**config.mk**
```make
export PLATFORM = sky130hd
export DESIGN_NAME = life_automaton_generation_unit_flat
export DESIGN_NICKNAME = d
export VERILOG_FILES = /design/src/design/lag_pkg.sv /design/src/design/lag_if.sv /design/src/design/lag_board_mem.sv /design/src/design/lag_cell_rule.sv /design/src/design/life_automaton_generation_unit.sv /design/src/flat_wrapper.sv
export VERILOG_INCLUDE_DIRS = /design/src /design/src/design
export SDC_FILE = /design/constraint.sdc
export NUM_CORES = 2
export LEC_CHECK = 0
export ABC_AREA = 1
export BUFFER_PORTS_ARGS = -buffer_cell sky130_fd_sc_hd__buf_2
export CORE_ASPECT_RATIO = 0.6
export CORE_UTILIZATION = 60
export CTS_CLUSTER_SIZE = 30
export DETAILED_ROUTE_END_ITERATION = 7
export PLACE_DENSITY = 0.76
export SYNTH_ARGS = -nofsm -noshare
export SYNTH_HDL_FRONTEND = slang
export SYNTH_HIERARCHICAL = 1
export SYNTH_SLANG_ARGS = --single-unit
```
**constraint.sdc**
```tcl
create_clock -name clk -period 7.68 [get_ports clk]
set_input_delay 0.768 -clock clk [delete_from_list [all_inputs] [get_ports clk]]
set_output_delay 0.768 -clock clk [all_outputs]
set_load 0.01 [all_outputs]
```
**src/design/assert_macros.svh**
```systemverilog
// ----------------------------------------------------------------------------
// Assertion macros
// Shared property wrappers clocked on clk and disabled during rst.
// ----------------------------------------------------------------------------
`ifndef ASSERT_MACROS_SVH
`define ASSERT_MACROS_SVH

// same-cycle implication
`define LAG_ASSERT_NOW(name, ante, cons, msg) \
  name: assert property (@(posedge clk) disable iff (rst) (ante) |-> (cons)) else $error(msg);

// next-cycle implication
`define LAG_ASSERT_NEXT(name, ante, cons, msg) \
  name: assert property (@(posedge clk) disable iff (rst) (ante) |=> (cons)) else $error(msg);

`endif

```
**src/design/lag_pkg.sv**
```systemverilog
// ----------------------------------------------------------------------------
// lag_pkg
// Types and constants of the Life generation block.
// ----------------------------------------------------------------------------
package lag_pkg;

  localparam int ROWS_DEF = 32;
  localparam int COLS_DEF = 32;
  localparam int ADDR_W   = 5;
  localparam int GEN_W    = 16;

  localparam logic [GEN_W-1:0] GEN_MAX    = 16'hFFFF;
  localparam logic [GEN_W-1:0] STABLE_MIN = 16'd2;

  localparam logic [3:0] KEEP_COUNT  = 4'd2;
  localparam logic [3:0] BIRTH_COUNT = 4'd3;

  typedef enum logic [1:0] {
    OP_LOAD = 2'd0,
    OP_STEP = 2'd1,
    OP_READ = 2'd2
  } op_t;

  typedef enum logic [2:0] {
    ST_IDLE,
    ST_ACCESS,
    ST_PRIME,
    ST_NEXT,
    ST_CELL,
    ST_WRITE,
    ST_LOOKUP,
    ST_RESP
  } state_t;

  typedef struct packed {
    logic [2:0] above;
    logic       left;
    logic       self;
    logic       right;
    logic [2:0] below;
  } window_t;

endpackage

```
**src/design/lag_if.sv**
```systemverilog
// ----------------------------------------------------------------------------
// lag_req_if / lag_rsp_if
// Request and response channels with valid/ready handshake.
// ----------------------------------------------------------------------------
interface lag_req_if import lag_pkg::*; ();
  logic              valid;
  logic              ready;
  logic [1:0]        operation;
  logic [ADDR_W-1:0] row;
  logic [ADDR_W-1:0] column;
  logic              alive;

  modport source(output valid, output operation, output row, output column, output alive,
                 input ready);
  modport sink(input valid, input operation, input row, input column, input alive,
               output ready);
endinterface

interface lag_rsp_if import lag_pkg::*; ();
  logic             valid;
  logic             ready;
  logic             cell_res;
  logic             stable;
  logic [GEN_W-1:0] generation;

  modport source(output valid, output cell_res, output stable, output generation,
                 input ready);
  modport sink(input valid, input cell_res, input stable, input generation,
               output ready);
endinterface

```
**src/design/lag_board_mem.sv**
```systemverilog
// ----------------------------------------------------------------------------
// lag_board_mem
// One board: a row-wide memory with one write and one registered read port.
// Rows never written since reset read as all dead.
// ----------------------------------------------------------------------------
module lag_board_mem import lag_pkg::*; #(
  parameter int ROWS = ROWS_DEF,
  parameter int COLS = COLS_DEF,
  localparam int RW  = (ROWS > 1) ? $clog2(ROWS) : 1
) (
  input  logic            clk,
  input  logic            rst,
  input  logic            wr_en,
  input  logic [RW-1:0]   wr_addr,
  input  logic [COLS-1:0] wr_data,
  input  logic            rd_en,
  input  logic [RW-1:0]   rd_addr,
  output logic [COLS-1:0] rd_data
);

  logic [COLS-1:0] mem [ROWS];
  logic [ROWS-1:0] row_valid;

  always_ff @(posedge clk) begin
    if (wr_en) begin
      mem[wr_addr] <= wr_data;
    end
    if (rd_en) begin
      rd_data <= row_valid[rd_addr] ? mem[rd_addr] : '0;
    end
  end

  always_ff @(posedge clk) begin
    if (rst) begin
      row_valid <= '0;
    end else if (wr_en) begin
      row_valid[wr_addr] <= 1'b1;
    end
  end

endmodule

```
**src/design/lag_cell_rule.sv**
```systemverilog
// ----------------------------------------------------------------------------
// lag_cell_rule
// Shared cell evaluator: counts the Moore neighbors and applies B3/S23.
// ----------------------------------------------------------------------------
module lag_cell_rule import lag_pkg::*; (
  input  window_t win,
  output logic    next_cell,
  output logic    changed
);

  logic [7:0] nbr;
  logic [3:0] count;

  always_comb begin
    nbr   = {win.above, win.left, win.right, win.below};
    count = '0;
    for (int i = 0; i < 8; i++) begin
      count = count + {3'b000, nbr[i]};
    end
    if (win.self) begin
      next_cell = (count == KEEP_COUNT) || (count == BIRTH_COUNT);
    end else begin
      next_cell = (count == BIRTH_COUNT);
    end
    changed = next_cell ^ win.self;
  end

endmodule

```
**src/design/life_automaton_generation_unit.sv**
```systemverilog
// ----------------------------------------------------------------------------
// life_automaton_generation_unit
// Double-buffered Life board with load, read and generation-step requests.
// ----------------------------------------------------------------------------
// One request is handled at a time. An in-range load or read passes ACCESS
// and RESP on its way to the response. A step runs PRIME, then NEXT, CELL and
// WRITE per row, then LOOKUP: a single cell evaluator visits one cell per cycle
// from three rotating row registers, NEXT taking in the next source row and
// WRITE writing the finished row back. Both boards read as dead right after
// reset through per-row valid bits, so no clearing pass is needed. The response
// register lets a new request be accepted while the previous response waits.
`include "assert_macros.svh"

module life_automaton_generation_unit import lag_pkg::*; #(
  parameter int ROWS = ROWS_DEF,
  parameter int COLS = COLS_DEF
) (
  input logic      clk,
  input logic      rst,
  lag_req_if.sink  req,
  lag_rsp_if.source rsp
);

  localparam int RW = (ROWS > 1) ? $clog2(ROWS) : 1;
  localparam int CW = (COLS > 1) ? $clog2(COLS) : 1;

  state_t state, state_next;

  logic [RW-1:0]    row_cnt;
  logic [CW-1:0]    col_cnt;
  logic [COLS-1:0]  prev_row, cur_row, nxt_row, out_row;
  logic [1:0]       req_op;
  logic [RW-1:0]    req_row;
  logic [CW-1:0]    req_col;
  logic             req_alive;
  logic             req_inside;
  logic             cell_hold;
  logic             active;
  logic [GEN_W-1:0] gen_count;
  logic             last_changed;
  logic             step_changed;
  logic             rsp_valid;
  logic             rsp_cell;
  logic             rsp_stable;
  logic [GEN_W-1:0] rsp_gen;

  logic [ADDR_W+RW-1:0] in_row_wide;
  logic [ADDR_W+CW-1:0] in_col_wide;
  logic                 in_inside;
  logic                 accept;
  logic                 rsp_load;
  logic                 last_row;
  logic                 col_first, col_last;
  logic [RW:0]          row_plus2;
  logic                 fetch_more;

  logic            f_wr_en, s_wr_en, f_rd_en, s_rd_en;
  logic [RW-1:0]   f_wr_addr, s_wr_addr, f_rd_addr, s_rd_addr;
  logic [COLS-1:0] f_wr_data, s_wr_data, f_rd_data, s_rd_data;
  logic [COLS-1:0] src_data, act_data, col_mask, f_loaded, s_loaded;

  window_t win;
  logic    cell_next, cell_changed;

  lag_board_mem #(.ROWS(ROWS), .COLS(COLS)) u_board_first (
    .clk(clk), .rst(rst),
    .wr_en(f_wr_en), .wr_addr(f_wr_addr), .wr_data(f_wr_data),
    .rd_en(f_rd_en), .rd_addr(f_rd_addr), .rd_data(f_rd_data)
  );

  lag_board_mem #(.ROWS(ROWS), .COLS(COLS)) u_board_second (
    .clk(clk), .rst(rst),
    .wr_en(s_wr_en), .wr_addr(s_wr_addr), .wr_data(s_wr_data),
    .rd_en(s_rd_en), .rd_addr(s_rd_addr), .rd_data(s_rd_data)
  );

  lag_cell_rule u_cell_rule (
    .win(win),
    .next_cell(cell_next),
    .changed(cell_changed)
  );

  assign in_row_wide = {{RW{1'b0}}, req.row};
  assign in_col_wide = {{CW{1'b0}}, req.column};
  assign in_inside   = (in_row_wide < (ADDR_W+RW)'(ROWS)) &&
                       (in_col_wide < (ADDR_W+CW)'(COLS));

  assign req.ready = (state == ST_IDLE);
  assign accept    = req.valid && req.ready;
  assign rsp_load  = (state == ST_RESP) && (!rsp_valid || rsp.ready);

  assign last_row   = (row_cnt == RW'(ROWS - 1));
  assign col_first  = (col_cnt == '0);
  assign col_last   = (col_cnt == CW'(COLS - 1));
  assign row_plus2  = {1'b0, row_cnt} + (RW+1)'(2);
  assign fetch_more = (row_plus2 < (RW+1)'(ROWS));

  assign src_data = active ? s_rd_data : f_rd_data;
  assign act_data = active ? s_rd_data : f_rd_data;
  assign col_mask = {{(COLS-1){1'b0}}, 1'b1} << req_col;
  assign f_loaded = (f_rd_data & ~col_mask) | (req_alive ? col_mask : '0);
  assign s_loaded = (s_rd_data & ~col_mask) | (req_alive ? col_mask : '0);

  assign win.above = {prev_row[COLS-1] & ~col_first, prev_row[0], prev_row[1] & ~col_last};
  assign win.left  = cur_row[COLS-1] & ~col_first;
  assign win.self  = cur_row[0];
  assign win.right = cur_row[1] & ~col_last;
  assign win.below = {nxt_row[COLS-1] & ~col_first, nxt_row[0], nxt_row[1] & ~col_last};

  always_ff @(posedge clk) begin
    if (rst) begin
      state <= ST_IDLE;
    end else begin
      state <= state_next;
    end
  end

  always_comb begin
    state_next = state;
    f_wr_en    = 1'b0;
    s_wr_en    = 1'b0;
    f_wr_addr  = row_cnt;
    s_wr_addr  = row_cnt;
    f_wr_data  = out_row;
    s_wr_data  = out_row;
    f_rd_en    = 1'b0;
    s_rd_en    = 1'b0;
    f_rd_addr  = req_row;
    s_rd_addr  = req_row;
    unique case (state)
      ST_IDLE: begin
        if (accept) begin
          if (req.operation == OP_STEP) begin
            f_rd_en    = ~active;
            s_rd_en    = active;
            f_rd_addr  = '0;
            s_rd_addr  = '0;
            state_next = ST_PRIME;
          end else if (in_inside) begin
            f_rd_en    = 1'b1;
            s_rd_en    = 1'b1;
            f_rd_addr  = in_row_wide[RW-1:0];
            s_rd_addr  = in_row_wide[RW-1:0];
            state_next = ST_ACCESS;
          end else begin
            state_next = ST_RESP;
          end
        end
      end
      ST_ACCESS: begin
        if (req_op == OP_LOAD) begin
          f_wr_en   = 1'b1;
          s_wr_en   = 1'b1;
          f_wr_addr = req_row;
          s_wr_addr = req_row;
          f_wr_data = f_loaded;
          s_wr_data = s_loaded;
        end
        state_next = ST_RESP;
      end
      ST_PRIME: begin
        f_rd_en    = ~active;
        s_rd_en    = active;
        f_rd_addr  = RW'(1);
        s_rd_addr  = RW'(1);
        state_next = ST_NEXT;
      end
      ST_NEXT: begin
        state_next = ST_CELL;
      end
      ST_CELL: begin
        if (col_last) begin
          state_next = ST_WRITE;
        end
      end
      ST_WRITE: begin
        f_wr_en   = active;
        s_wr_en   = ~active;
        f_rd_en   = ~active & fetch_more;
        s_rd_en   = active & fetch_more;
        f_rd_addr = row_plus2[RW-1:0];
        s_rd_addr = row_plus2[RW-1:0];
        state_next = last_row ? ST_LOOKUP : ST_NEXT;
      end
      ST_LOOKUP: begin
        if (req_inside) begin
          f_rd_en    = ~active;
          s_rd_en    = active;
          state_next = ST_ACCESS;
        end else begin
          state_next = ST_RESP;
        end
      end
      ST_RESP: begin
        if (rsp_load) begin
          state_next = ST_IDLE;
        end
      end
      default: state_next = ST_IDLE;
    endcase
  end

  always_ff @(posedge clk) begin
    if (rst) begin
      active       <= 1'b0;
      gen_count    <= '0;
      last_changed <= 1'b0;
    end else if (state == ST_WRITE && last_row) begin
      active       <= ~active;
      last_changed <= step_changed;
      if (gen_count != GEN_MAX) begin
        gen_count <= gen_count + GEN_W'(1);
      end
    end
  end

  always_ff @(posedge clk) begin
    unique case (state)
      ST_IDLE: begin
        if (accept) begin
          req_op     <= req.operation;
          req_row    <= in_row_wide[RW-1:0];
          req_col    <= in_col_wide[CW-1:0];
          req_alive  <= req.alive;
          req_inside <= in_inside;
        end
      end
      ST_ACCESS: begin
        cell_hold <= (req_op == OP_LOAD) ? req_alive : act_data[req_col];
      end
      ST_PRIME: begin
        prev_row     <= '0;
        cur_row      <= src_data;
        row_cnt      <= '0;
        step_changed <= 1'b0;
      end
      ST_NEXT: begin
        nxt_row <= last_row ? '0 : src_data;
        col_cnt <= '0;
      end
      ST_CELL: begin
        out_row      <= {cell_next, out_row[COLS-1:1]};
        prev_row     <= {prev_row[0], prev_row[COLS-1:1]};
        cur_row      <= {cur_row[0], cur_row[COLS-1:1]};
        nxt_row      <= {nxt_row[0], nxt_row[COLS-1:1]};
        step_changed <= step_changed | cell_changed;
        col_cnt      <= col_cnt + CW'(1);
      end
      ST_WRITE: begin
        prev_row <= cur_row;
        cur_row  <= nxt_row;
        row_cnt  <= row_cnt + RW'(1);
      end
      ST_LOOKUP: begin
      end
      ST_RESP: begin
        if (rsp_load) begin
          rsp_cell   <= req_inside & cell_hold;
          rsp_stable <= ~last_changed && (gen_count > STABLE_MIN);
          rsp_gen    <= gen_count;
        end
      end
      default: begin
      end
    endcase
  end

  always_ff @(posedge clk) begin
    if (rst) begin
      rsp_valid <= 1'b0;
    end else if (rsp_load) begin
      rsp_valid <= 1'b1;
    end else if (rsp.ready) begin
      rsp_valid <= 1'b0;
    end
  end

  assign rsp.valid      = rsp_valid;
  assign rsp.cell_res   = rsp_cell;
  assign rsp.stable     = rsp_stable;
  assign rsp.generation = rsp_gen;

  `LAG_ASSERT_NEXT(a_gen_monotonic, 1'b1, gen_count >= $past(gen_count), "generation count decreased")
  `LAG_ASSERT_NEXT(a_flip_on_step_end, state == ST_WRITE && last_row, active != $past(active), "active board did not flip")
  `LAG_ASSERT_NOW(a_stable_history, rsp.valid && rsp.stable, rsp.generation > STABLE_MIN, "stable with too few generations")
  `LAG_ASSERT_NOW(a_write_window, f_wr_en || s_wr_en, state == ST_ACCESS || state == ST_WRITE, "board written outside load or row write-back")

endmodule
```
**src/flat_wrapper.sv**
```systemverilog
// flat-port wrapper written by rule: the top's interface ports become plain ports
module life_automaton_generation_unit_flat import lag_pkg::*;
#(
  parameter int ROWS = ROWS_DEF,
  parameter int COLS = COLS_DEF
)
  (clk, rst, req_valid, req_operation, req_row, req_column, req_alive, req_ready, rsp_valid, rsp_cell_res, rsp_stable, rsp_generation, rsp_ready);
  lag_req_if req_i ();
  lag_rsp_if rsp_i ();
  input logic clk;
  input logic rst;
  input wire logic [$bits(req_i.valid)-1:0] req_valid;
  input wire logic [$bits(req_i.operation)-1:0] req_operation;
  input wire logic [$bits(req_i.row)-1:0] req_row;
  input wire logic [$bits(req_i.column)-1:0] req_column;
  input wire logic [$bits(req_i.alive)-1:0] req_alive;
  output wire logic [$bits(req_i.ready)-1:0] req_ready;
  output wire logic [$bits(rsp_i.valid)-1:0] rsp_valid;
  output wire logic [$bits(rsp_i.cell_res)-1:0] rsp_cell_res;
  output wire logic [$bits(rsp_i.stable)-1:0] rsp_stable;
  output wire logic [$bits(rsp_i.generation)-1:0] rsp_generation;
  input wire logic [$bits(rsp_i.ready)-1:0] rsp_ready;
  assign req_i.valid = req_valid;
  assign req_i.operation = req_operation;
  assign req_i.row = req_row;
  assign req_i.column = req_column;
  assign req_i.alive = req_alive;
  assign req_ready = req_i.ready;
  assign rsp_valid = rsp_i.valid;
  assign rsp_cell_res = rsp_i.cell_res;
  assign rsp_stable = rsp_i.stable;
  assign rsp_generation = rsp_i.generation;
  assign rsp_i.ready = rsp_ready;
  life_automaton_generation_unit #(.ROWS(ROWS), .COLS(COLS)) u_core (.clk(clk), .rst(rst), .req(req_i), .rsp(rsp_i));
endmodule
```
==> metrics.yaml <==
min_period_ns: 5.52
worst_setup_path_end_kind: "flop"
io_pins: 37
finalCoreUtilization_pct: 66.0
worst_slew_pin_slew_ns: 1.54
routed_wl_um: 288000
cap_violations: 0
final.setup.tns_ns: 0
die_height_um: 320
cp_cell_sequence: "inv_2 -> nor2_8 -> nand2_4 -> nand2_1 -> o21ai_1 -> inv_1 -> o2111ai_4 -> buf_4 -> inv_16 -> buf_4 -> nand2_1 -> nand2_1 -> nand2_1 -> nand3_1 -> nand3_1 -> nand3_1 -> nand2_1 -> nor2_1"
synth_area_mm2: 0.101
synth_commonest_cells: "3479 x nand2_1, 2283 x edfxtp_1, 1315 x nand3_1, 850 x inv_1, 566 x nor2_1"
slew_headroom_pct: -2.53
final_nets: 9528
cts_buffer_depth: 3
rows: 116
cts_tree: "yes"
synth-edff-count: 2283
synth-seq-area-share_pct: 69.6
max_stage_delay_ns: 0.73
hold_viol: 0
grt_pass1_wl_um: 422000
yosysMostFrequentCell: "nand2_1"
yosys_warnings: 6
finalPower_mw: 48.1
synth.area.top_cells: "edfxtp_1 68%, nand2_1 13%, nand3_1 6.5%"
dp_slack_ns: 2.47
hold_class: "input pin to flop"
peakVddDrop_v: 0.000715
viasPerCell: 6.01
fin_crit_sh_pct: 71.9
setup_viol: 0
postCtsSetupBuffers: 0
cts_resized: 0
synth_area_per_cell_um2: 10.5
ant_nets: 0
start_util_pct: 60.5
grt_remaining_overflow: 0
drt_iter0_markers: 11200
status: "finished, violations left"
synth_top_flop_cell: "edfxtp_1"
setup_slack_ns: 2.16
wl_per_cell_um: 24.1
cp-start-kind: "flop"
ys_seq_elements: 2369
design_area_mm2: 0.110
grt_max_degree: 260
port_buffers: 36
dr.pass1.iters: 7
rsz0062_at_grt: "false"
numCtsBuffers: 207
synth_top_cell_area_share_pct: 67.9
h-tree-depth: 4
hpwl_um: 153000
clk_latency_ns: 0.87
grtUsageTotal_pct: 33.5
violations: "max-slew violations"
cp.arrival_ns: 6.11
crit_path_frequent_cell: "nand2_1"
die-area_mm2: 0.170
worstSetupPathType: "flop to flop"
root_buffer: "clkbuf_16"
stdcell_count: 11900
drc_errors: 0
gp_congestion: 0.927
clkTransAtPathRegs_ns: 0.07
fmaxAchievable_mhz: 181
syn-num-nets: 9648
grt_pass1_vias: 65800
antenna_found_initial: 5
async_reset_ff_share_pct: 0
p_leak_nw: 43.3
crit_fanout: 259
dp_cells: 11500
core_mm2: 0.167
yosysTopAreaCell: "edfxtp_1"
synthCells: 9616
slew_violations: 56
netlist-cell-type-count: 48
required_ns: 8.27
placed_area_mm2: 0.103
cts_hold_buf: 0
cts_sinks: 2369
fp.dieW_um: 531
drive_gt1_share_pct: 6.52
hold_slack_ns: 0.0928
finClkSkew_ns: 0.0292
slowest_stage: "buf_4"
vias: 71600
area_delta_synth_final_pct: 9.12
power_density_mw_per_mm2: 437
==> state kept, by name (all words and copies together) (netlist names), 16 cells and up <==
| name | flops |
|---|---|
| u_core/u_board_second/rd_data | 32 |
| u_core/u_board_first/row_valid | 32 |
| u_core/gen_count | 16 |
| u_core/nxt_row | 32 |
| u_core/rsp.generation | 16 |
| u_core/u_board_second/row_valid | 32 |
| u_core/cur_row | 32 |
| u_core/prev_row | 32 |
| u_core/u_board_first/mem | 1024 |
| u_core/u_board_second/mem | 1024 |
| u_core/u_board_first/rd_data | 32 |
| u_core/out_row | 32 |
==> final timing paths <==
path | from | end | slack [ns] | cells past startpoint
setup reg to reg | u_core/state[2]$_SDFFE_PP0P_ | u_core/u_board_second/rd_data[23]$_SDFFCE_PN0P_ | 2.16 | 18
setup / recovery | u_core/state[2]$_SDFFE_PP0P_ | u_core/u_board_second/rd_data[23]$_SDFFCE_PN0P_ | 2.16 | 18
hold reg to reg | u_core/out_row[11]$_DFFE_PP_ | u_core/out_row[10]$_DFFE_PP_ | 0.45 | 0
hold / removal | req_column[0] | u_core/req_col[0]$_DFFE_PP_ | 0.09 | 1
==> cell families (layout without fill, tap and decap cells) <==
kind of cell	Yosys count	after routing	share of synthesized area [%]
and+or+nand+nor	5463	5463	22.2
buffers and inverters	1386	1447	5.82
xor gates and xnor gates	6	6	0.0521
AOI/OAI and AO/OA	377	377	2.04
DFF	2369	2369	69.6
other	0	1	0
adders and majority gates	15	15	0.216
==> critical path: cells and delay by family, from the launching register on <==
kind	cells	cell delay, ns
buf+inv	5	1.84
simple gates	11	1.75
compound gates	2	0.68
flops	1	0.40
==> routing by layer <==
layer / vias to the layer above / wire length [um] / track usage [%]
li1: 31800 / - / -
met1: 33900 / 113000 / 50.8
met2: 5298 / 119000 / 46.9
met3: 653 / 46400 / 9.28
met4: 8 / 9400 / 11.0
met5: - / 55 / 0
==> layout make-up <==
class	count	area (um^2)
multi-input combinational	5861	25400
timing repair buffer	194	1540
antenna	1	2.50
inverter	863	3290
tap	2242	2810
clock inverter	123	1120
clock buffer	267	5670
fill	12100	56800
sequential	2369	70300
==> placed cells by master, fill, tap and decap left out, types with 67 or more instances in the layout <==
master and count:
inv_1 844, nand3_1 1315, buf_4 144, nor2_4 67, clkbuf_16 213, o21ai_0 259, dfxtp_1 85, nand2_1 3475
edfxtp_1 2283, nor2_1 502
==> report_power, final <==
part           switching (mW)  internal, mW  total, mW
sequential              0.463          16.1       16.6
combinational            15.7          5.31       21.0
clock                    4.69          5.87       10.6
total                    20.8          27.3       48.1
(Power assumes the default switching activity.)
